`config.mk`:
```
export PLATFORM = sky130hd
export DESIGN_NAME = largest_prime_factor
export DESIGN_NICKNAME = d
export VERILOG_FILES = /design/src/rtl/core/lpf_pkg.sv /design/src/rtl/core/largest_prime_factor.sv /design/src/rtl/core/lpf_ctrl.sv /design/src/rtl/core/lpf_dpath.sv
export SDC_FILE = /design/constraint.sdc
export NUM_CORES = 1
export LEC_CHECK = 0
export BUFFER_PORTS_ARGS = -buffer_cell sky130_fd_sc_hd__buf_2
export CAP_MARGIN = 10
export CORE_ASPECT_RATIO = 1.5
export CORE_UTILIZATION = 47
export DETAILED_ROUTE_END_ITERATION = 16
export PLACE_DENSITY = 0.67
export SYNTH_ARGS = -nofsm -noshare
export SYNTH_HDL_FRONTEND = slang
export SYNTH_SLANG_ARGS = --single-unit
export TNS_END_PERCENT = 10
```
`constraint.sdc`:
```
create_clock -name clock -period 3.99 [get_ports clock]
set_clock_uncertainty 0.15 [all_clocks]
set_input_delay 0.399 -clock clock [delete_from_list [all_inputs] [get_ports clock]]
set_output_delay 0.399 -clock clock [all_outputs]
set_load 0.02 [all_outputs]
```
`src/rtl/core/lpf_pkg.sv`:
```
// ----------------------------------------------------------------------------
// lpf_pkg: shared types and constants for the largest prime factor block
// Holds the controller states and the command/status groups that pass
// between the controller and the datapath.
// ----------------------------------------------------------------------------
package lpf_pkg;

   localparam int unsigned DATA_WIDTH    = 32;
   localparam int unsigned FIRST_DIVISOR = 2;

   typedef enum logic [4:0] {
      S_IDLE  = 5'b00001,
      S_START = 5'b00010,
      S_DIV   = 5'b00100,
      S_STEP  = 5'b01000,
      S_DONE  = 5'b10000
   } state_type;

   typedef struct packed {
      logic load;       // take a new number, reset divisor and best factor
      logic div_start;  // begin a division of the remaining value
      logic div_step;   // one restoring division step
      logic update;     // apply the division outcome to value and divisor
      logic store;      // write the answer to the output register
   } cmd_type;

   typedef struct packed {
      logic below_two;  // remaining value below two
      logic div_last;   // last division step this cycle
      logic finish;     // divisor exceeds the square root bound
      logic out_free;   // output register empty or being drained
   } status_type;

endpackage

```
`src/rtl/core/largest_prime_factor.sv`:
```
// ----------------------------------------------------------------------------
// largest_prime_factor: largest prime factor by trial division
// Divides out trial divisors from 2 upward until the divisor passes the
// square root of the remaining value; a remainder above one is the answer.
//
//   channel  dir  fields (tdata, lowest bit up)
//   req_     in   number[31:0]
//   rsp_     out  largest_factor[31:0]
//
// Each division runs through the bit-serial restoring divider and is
// followed by a decision step; a prime 32-bit input needs about 65536
// divisions.
// One item is in work at a time; a new word is taken while the previous
// answer still waits in the output register.
// Reset is synchronous and clears only control state; nothing else to clear.
// A stalled result holds the finished item in the done state until taken.
// ----------------------------------------------------------------------------
module largest_prime_factor #(
   parameter int unsigned VALUE_WIDTH = 32
) (
   input  logic                           clock,
   input  logic                           reset,
   // request: number
   input  logic                           req_tvalid,
   output logic                           req_tready,
   input  logic [lpf_pkg::DATA_WIDTH-1:0] req_tdata,   // [31:0] number
   // response: largest_factor
   output logic                           rsp_tvalid,
   input  logic                           rsp_tready,
   output logic [lpf_pkg::DATA_WIDTH-1:0] rsp_tdata    // [31:0] largest_factor
);
   import lpf_pkg::*;

   cmd_type    cmd;
   status_type status;

   // sequencer: load, divide, decide, store
   lpf_ctrl u_ctrl (
      .clock      (clock),
      .reset      (reset),
      .req_tvalid (req_tvalid),
      .req_tready (req_tready),
      .status     (status),
      .cmd        (cmd)
   );

   // value, divisor, divider and output register
   lpf_dpath #(
      .VALUE_WIDTH (VALUE_WIDTH)
   ) u_dpath (
      .clock      (clock),
      .reset      (reset),
      .req_tdata  (req_tdata),
      .cmd        (cmd),
      .status     (status),
      .rsp_tvalid (rsp_tvalid),
      .rsp_tready (rsp_tready),
      .rsp_tdata  (rsp_tdata)
   );

   // after taking a word, hold off the next until this one is done
   a_one_in_flight: assert property (@(posedge clock) disable iff (reset)
      req_tvalid && req_tready |=> !req_tready)
      else $error("new word accepted while an item is in work");

   // never overwrite an answer that has not been taken
   a_no_overwrite: assert property (@(posedge clock) disable iff (reset)
      cmd.store |-> (!rsp_tvalid || rsp_tready))
      else $error("output register overwritten");

   // load, divide and store commands never overlap
   a_cmd_excl: assert property (@(posedge clock) disable iff (reset)
      $onehot0({cmd.load, cmd.div_step, cmd.store}))
      else $error("conflicting datapath commands");

   // a store follows only a completed item, never a division step
   a_store_after_step: assert property (@(posedge clock) disable iff (reset)
      cmd.div_step |=> !cmd.store)
      else $error("store issued straight after a division step");

endmodule

```
`src/rtl/core/lpf_ctrl.sv`:
```
// ----------------------------------------------------------------------------
// lpf_ctrl: sequencer for trial division
// Steps through load, repeated division and the per-divisor decision, and
// hands the answer to the output register when it is free.
// ----------------------------------------------------------------------------
module lpf_ctrl (
   input  logic               clock,
   input  logic               reset,
   input  logic               req_tvalid,
   output logic               req_tready,
   input  lpf_pkg::status_type status,
   output lpf_pkg::cmd_type    cmd
);
   import lpf_pkg::*;

   state_type state_ff, state_in;

   always_ff @(posedge clock) begin
      if (reset) begin
         state_ff <= S_IDLE;
      end else begin
         state_ff <= state_in;
      end
   end

   assign req_tready = (state_ff == S_IDLE);

   always_comb begin
      state_in = state_ff;
      cmd      = '0;
      case (state_ff)
         S_IDLE: begin
            if (req_tvalid) begin
               cmd.load = 1'b1;
               state_in = S_START;
            end
         end
         S_START: begin
            // values below two have no factor; answer is zero
            if (status.below_two) begin
               state_in = S_DONE;
            end else begin
               cmd.div_start = 1'b1;
               state_in      = S_DIV;
            end
         end
         S_DIV: begin
            cmd.div_step = 1'b1;
            if (status.div_last) begin
               state_in = S_STEP;
            end
         end
         S_STEP: begin
            if (status.finish) begin
               state_in = S_DONE;
            end else begin
               cmd.update    = 1'b1;
               cmd.div_start = 1'b1;
               state_in      = S_DIV;
            end
         end
         S_DONE: begin
            if (status.out_free) begin
               cmd.store = 1'b1;
               state_in  = S_IDLE;
            end
         end
         default: begin
            state_in = S_IDLE;
         end
      endcase
   end

endmodule

```
`src/rtl/core/lpf_dpath.sv`:
```
// ----------------------------------------------------------------------------
// lpf_dpath: trial division datapath
// Holds remaining value, divisor and best factor, a one-bit-per-cycle
// restoring divider, and the output register.
// ----------------------------------------------------------------------------
module lpf_dpath #(
   parameter int unsigned VALUE_WIDTH = 32
) (
   input  logic                              clock,
   input  logic                              reset,
   input  logic [lpf_pkg::DATA_WIDTH-1:0]    req_tdata,
   input  lpf_pkg::cmd_type                  cmd,
   output lpf_pkg::status_type               status,
   output logic                              rsp_tvalid,
   input  logic                              rsp_tready,
   output logic [lpf_pkg::DATA_WIDTH-1:0]    rsp_tdata
);
   import lpf_pkg::*;

   localparam int unsigned W     = VALUE_WIDTH;
   localparam int unsigned CNT_W = $clog2(VALUE_WIDTH);

   logic [W-1:0]     n_ff, n_in;
   logic [W-1:0]     d_ff, d_in;
   logic [W-1:0]     best_ff, best_in;
   logic             inner_ff, inner_in;
   logic [W-1:0]     quo_ff, quo_in;
   logic [W-1:0]     rem_ff, rem_in;
   logic [CNT_W-1:0] cnt_ff, cnt_in;
   logic [DATA_WIDTH-1:0] out_data_ff;
   logic             out_valid_ff, out_valid_in;

   logic [W-1:0]     in_value;
   logic [W-1:0]     answer;
   logic [DATA_WIDTH-1:0] answer_out;
   logic [W:0]       shifted;
   logic [W:0]       trial;

   generate
      if (W >= DATA_WIDTH) begin : g_wide
         assign in_value   = W'(req_tdata);
         assign answer_out = answer[DATA_WIDTH-1:0];
      end else begin : g_narrow
         assign in_value   = req_tdata[W-1:0];
         assign answer_out = DATA_WIDTH'(answer);
      end
   endgenerate

   // any remainder above one is prime and beats every divisor found
   assign answer = (n_ff > W'(1)) ? n_ff : best_ff;

   assign shifted = {rem_ff, quo_ff[W-1]};
   assign trial   = shifted - {1'b0, d_ff};

   always_comb begin
      n_in         = n_ff;
      d_in         = d_ff;
      best_in      = best_ff;
      inner_in     = inner_ff;
      quo_in       = quo_ff;
      rem_in       = rem_ff;
      cnt_in       = cnt_ff;
      out_valid_in = out_valid_ff;

      if (cmd.load) begin
         n_in     = in_value;
         d_in     = W'(FIRST_DIVISOR);
         best_in  = '0;
         inner_in = 1'b0;
      end

      if (cmd.update) begin
         if (rem_ff == '0) begin
            // divides: drop the factor and try the same divisor again
            best_in  = d_ff;
            n_in     = quo_ff;
            inner_in = 1'b1;
         end else begin
            d_in     = d_ff + W'(1);
            inner_in = 1'b0;
         end
      end

      if (cmd.div_start) begin
         quo_in = n_in;
         rem_in = '0;
         cnt_in = '0;
      end

      if (cmd.div_step) begin
         cnt_in = cnt_ff + CNT_W'(1);
         if (!trial[W]) begin
            rem_in = trial[W-1:0];
            quo_in = {quo_ff[W-2:0], 1'b1};
         end else begin
            rem_in = shifted[W-1:0];
            quo_in = {quo_ff[W-2:0], 1'b0};
         end
      end

      if (rsp_tready) begin
         out_valid_in = 1'b0;
      end
      if (cmd.store) begin
         out_valid_in = 1'b1;
      end
   end

   always_ff @(posedge clock) begin
      if (reset) begin
         out_valid_ff <= 1'b0;
      end else begin
         out_valid_ff <= out_valid_in;
      end
   end

   always_ff @(posedge clock) begin
      n_ff     <= n_in;
      d_ff     <= d_in;
      best_ff  <= best_in;
      inner_ff <= inner_in;
      quo_ff   <= quo_in;
      rem_ff   <= rem_in;
      cnt_ff   <= cnt_in;
      if (cmd.store) begin
         out_data_ff <= answer_out;
      end
   end

   assign status.below_two = (n_ff < W'(2));
   assign status.div_last  = (cnt_ff == CNT_W'(W - 1));
   // bound is checked only on the first division for each divisor
   assign status.finish    = !inner_ff && (d_ff > quo_ff);
   assign status.out_free  = !out_valid_ff || rsp_tready;

   assign rsp_tvalid = out_valid_ff;
   assign rsp_tdata  = out_data_ff;

endmodule
```
* Yosys cells after proc, flatten, opt, wreduce, memory -nomap -nowiden
Cells that the tools add are included.
Storage, ports and cells: bits in registers 204
Operators by class: $add $sub $neg 3, order comparisons 3, equal/unequal tests 9, mux-type cells 38, reductions and logical operators 9
Operators with widths (number):
- $mux 32 | 15
- $mux 5 | 7
- $sub 33x32->33 | 1
- $add 32x1->32 const B | 1
- $gt 32x1->1 const B | 1
- $gt 32x32->1 | 1
- $logic_not 32->1 | 1
- $lt 32x2->1 const B | 1
- $pmux 5 s5 | 1
- $mux 1 | 14
- $eq 5x5->1 const B | 2
- $ne 2x2->1 const B | 3
- $reduce_bool 2->1 | 3
- $add 5x1->5 const B | 1
- $eq 5x1->1 const B | 1
- $eq 5x2->1 const B | 1
- $eq 5x3->1 const B | 1
- $eq 5x4->1 const B | 1
- $reduce_and 3->1 | 1
- $logic_not 1->1 | 2
- $pmux 1 s2 | 1
- $logic_and 1x1->1 | 1
- $logic_or 1x1->1 | 1

* Logic depth before layout (Yosys ltp)
depth after elaboration 7, depth in mapped cells 13, mapped depth without buffers 12

* By module
From an unflattened synthesis, not the netlist that was laid out.
Second synthesis, totals: cell total of the unflattened synthesis 1208, area total of the unflattened synthesis 11418.5 um2
By module, submodules not included:
- lpf_dpath | instances 1, cells each 1165, area each 11055.6 um2, sequential area each 5004.8 um2
- lpf_ctrl | instances 1, cells each 43, area each 362.8 um2, sequential area each 100.1 um2

* Worst setup path after synthesis
No wires, ideal clock.
kind register to register, start point register u_dpath.quo_ff[25], end point register u_dpath.cnt_ff[0] (enable), library setup time 0.429 ns, arrival 3.179 ns, required time 3.411 ns, path slack 0.232 ns, stages on the path, launching flop included 11, buffers on the path 0, clock period less this slack 3.758 ns, cells stage by stage edfxtp_1 > inv_1 > ha_1 > a21oi_1 > nor2_1 > a211oi_1 > a21oi_1 > o31a_1 > a21oi_1 > a21oi_1 > nand2_1
On the way: cells in the longest elaborated chain, start to end 5
Ends and longest elaborated chain:
- from (decl) | line lpf_dpath.sv:27 | logic [W-1:0] quo_ff, quo_in;
- from (signal assigned) | line lpf_dpath.sv:122 | quo_ff <= quo_in;
- $gt 32x32->1 | line lpf_dpath.sv:133 | assign status.finish = !inner_ff && (d_ff > quo_ff);
- $logic_and 1x1->1 | line lpf_dpath.sv:133
- $mux 1 | line lpf_ctrl.sv:54 | if (status.finish) begin
- $pmux 1 s2 | line lpf_ctrl.sv:31 | case (state_ff)
- $reduce_bool 2->1 (no source line)
- to (signal assigned) | line lpf_dpath.sv:124 | cnt_ff <= cnt_in;
- to (decl) | line lpf_dpath.sv:29 | logic [CNT_W-1:0] cnt_ff, cnt_in;
No other way between the ends. A chain may end at the register's enable or synchronous reset.

* Worst setup path in the final report
start point register u_dpath.quo_ff[31], end point register u_dpath.rem_ff[27], data pin
On the way: cells in the longest elaborated chain, start to end 3
Ends and longest elaborated chain:
- $sub 33x32->33 | line lpf_dpath.sv:53 | assign trial = shifted - {1'b0, d_ff};
- $mux 32 | line lpf_dpath.sv:92 | if (!trial[W]) begin
- $mux 32 | line lpf_dpath.sv:90 | if (cmd.div_step) begin
- to (signal assigned) | line lpf_dpath.sv:123 | rem_ff <= rem_in;
- to (decl) | line lpf_dpath.sv:28 | logic [W-1:0] rem_ff, rem_in;
No other way between the ends.

==> results.md <==
* Layout area overhead at 12.2%
* Port bufs at between 60 and 70
* Wire per inst at about 18 um
* Post-DP HPWL at roughly 19000 um
* 1st-iter DRT viols at approximately 520
* Global-route wire length before repair at between 40000 and 50000 um
* Yosys reg bits at 204
* Total GRT Usage at ~22%
* Crit path from: u_dpath.quo_ff[31]
* Slew margin rel. at a little over a third
* Clock Tree Buf Depth at 3
* Vias at between 8000 and 9000
* Worst-path clk slew at ~70 ps
* Root Buffer Master: clkbuf_16
* Sequential Power Share at ~50%
* Die area at ~24000 sq um
* Number of synthesized flops with an enable pin at 102
* Status: complete, no violations
* Post-Syn Area per Cell at 9.76 sq um
* # resized after CTS at 0
* Final Setup Violations at 0
* CP arrival at around 3700 ps
* Hold_sp: rsp_tready
* Syn_nets at 1231
* CTS tree: built
* Final Instance Area at 12300 sq um
* Vias in the first global route at between 8000 and 9000
* Synthesized instance count at 1127
* Initial core utilization at 47.9%
* PwrDens at around 380 nW/um^2
* DRC violations left at 0
* CP startpoint kind: register
* Core area at roughly 23000 sq um
* Max cap viols at 0
* Antenna violations before repair at 0
* Pint at roughly 3.6 mW
* Clock power frac at 41.6%
* FF/Latch Area at just over 5000 sq um
* Sequential area share after synthesis at between 40% and 50%
* GR Overflow Total at 0
* WHS at a little under 80 ps
* Multi-input logic area at between 5000 and 6000 sq um
* NetSw at 1.12 mW
* Setup TNS at 0 ps
* CP Capture Type: register
* Total length of routed wires at roughly 26000 um
* Share of layout cells above drive strength 1 at around 14%
* Launch point of the worst reg-to-reg path: u_dpath.quo_ff[31]
* Combinational fraction of design power at approximately 8.1%
* Antenna cells at 0
* CTS H-tree depth at 1
* Pin count of the biggest net entering global routing at between 60 and 70
* Drt pass-1 iters at 4
* Fin crit share at between 80 and 90%
* Maximum vdd ir drop at approximately 250 uV
* Async SR Flop Fraction at 0%
* Worst Path Max Fanout at 27
* Fin nets at about 1300
* Switching share of power at between 20% and 30%
* IO Pins at 70
* Ys flop type: edfxtp_1
* Final hold violations at 0
* WP data required at ~4200 ps
* Final WS setup at 462 ps
* Measured slew at the worst slew-check pin at between 900 and 1000 ps
* Layout Utilization at 53.7%
* Pre-CTS setup slack at around 440 ps
* Synth Cell Area at about 11000 sq um
* Clock latency at the later pin of the worst-skew pair at around 500 ps
* Max Slew Vio Count at 0
* Yosys warnings at 0
* CTS Hold Bufs at 1
* RePlAce Congestion at 0.852
* Netlist cell types at between 60 and 70
* Hold Crit Class: in2reg
* CTS Buf Count at 21
* # Post-CTS Setup Buffers at 0
* Final Critical Period at 3530 ps
* Die width at 127 um
* Placed instance area at 11600 sq um
* R2r setup slk at approximately 460 ps
* Num rows at 68
* Crit Path Class: reg2reg
* Leak at roughly 4.9 nW
* Clk sink count at approximately 200
* Final ANT Viol Nets at 0
* F_max at around 280 MHz
* DIE HEIGHT at between 150 and 200 um
* Via-to-Cell Ratio at between 5 and 6
* RSZ-0062 raised after global routing: false
* Fill cells at 2074
metal layers:
metal / up-vias / track usage [%] / routed length [um]
met5: - / 0 / 0
met4: 0 / 6.82 / 640
met3: 41 / 1.75 / 692
met2: 139 / 40.5 / 13600
met1: 3926 / 27.0 / 11400
li1: 4190 / - / -
logic make-up after synthesis:
family                     after synthesis  synth area share, %
and+or+nand+nor                        340                 14.9
AOI/OAI and AO/OA                      276                 15.5
DFF                                    204                 46.4
buffers and inverters                  127                 4.93
muxes                                   76                 7.28
adders and majority gates               68                 7.81
xor gates and xnor gates                36                 3.11
per-stage QoR:
stage / std cells / power (mW)
5_1_grt: 1476 / 4.86
2_1_floorplan: 1127 / 2.68
4_1_cts: 1476 / 4.75
6_report: 1476 / 4.72
3_5_place_dp: 1438 / 2.80
3_3_place_gp: 1438 / 2.79
worst paths after layout:
check | end | depth (start not counted)
max | u_dpath.rem_ff[27] | 13
min | u_dpath.rsp_tvalid | 3
max reg2reg | u_dpath.rem_ff[27] | 13
min reg2reg | u_dpath.best_ff[11] | 2
power by group through the flow:
| stage | clock network, mW | logic [mW] | registers [mW] |
|---|---|---|---|
| detailed placement | 0 | 0.380 | 2.42 |
| finish | 1.96 | 0.382 | 2.38 |
| floorplan | 0 | 0.289 | 2.39 |
| global placement | 0 | 0.372 | 2.42 |
| CTS | 1.99 | 0.383 | 2.38 |
| global route | 2.06 | 0.420 | 2.38 |
Yosys cell counts, types with 25 or more instances:
| cell | number | share of area [%] |
|---|---|---|
| o21ai_0 | 62 | 2.8 |
| nand2_1 | 102 | 3.5 |
| dfxtp_1 | 102 | 19 |
| a21o_1 | 44 | 3.0 |
| mux2i_1 | 44 | 4.0 |
| clkbuf_1 | 25 | 0.85 |
| inv_1 | 74 | 2.5 |
| nor2_1 | 68 | 2.3 |
| xnor2_1 | 25 | 2.0 |
| mux2_2 | 32 | 3.3 |
| ha_1 | 67 | 7.6 |
| a21oi_1 | 106 | 4.8 |
| edfxtp_1 | 102 | 28 |
| nand3_1 | 68 | 3.1 |
sequential cells by signal, summed over array words and instances (netlist names):
signal and count:
u_dpath.best_ff 32, u_dpath.d_ff 32, u_dpath.n_ff 32, u_dpath.rsp_tdata 32
u_dpath.rem_ff 32, u_dpath.inner_ff 1, u_ctrl.state_ff 5, u_dpath.quo_ff 32
u_dpath.rsp_tvalid 1, u_dpath.cnt_ff 5
layout make-up:
class / instances / share of cell area [%]
Timing Repair Buffer: 85 / 4.40
Inverter: 74 / 2.25
Clock inverter: 13 / 1.15
Sequential cell: 204 / 41.4
Multi-Input combinational cell: 796 / 43.6
Tap cell: 280 / 2.84
Clock buffer: 24 / 4.35
worst max-delay path, cell delays in order (launching register included):
cell	delay, ps
edfxtp_1	370
inv_1	80
ha_1	230
fa_1	400
nand2b_1	200
a21oi_2	180
o311ai_1	140
nand4_2	190
a31oi_4	160
o311ai_4	450
xor2_4	280
buf_12	220
nand2_1	100
o21ai_0	210
cell usage in the layout, fill, tap and decap left out, types with 32 or more instances in the layout:
cell type | synthesis | layout
a21o_1 | 44 | 44
a21oi_1 | 106 | 106
buf_2 | 13 | 69
dfxtp_1 | 102 | 102
edfxtp_1 | 102 | 102
ha_1 | 67 | 67
inv_1 | 74 | 74
mux2_2 | 32 | 32
mux2i_1 | 44 | 44
nand2_1 | 102 | 100
nand3_1 | 68 | 67
nor2_1 | 68 | 67
o21ai_0 | 62 | 62
No activity file was read; power rests on OpenSTA's default activity.
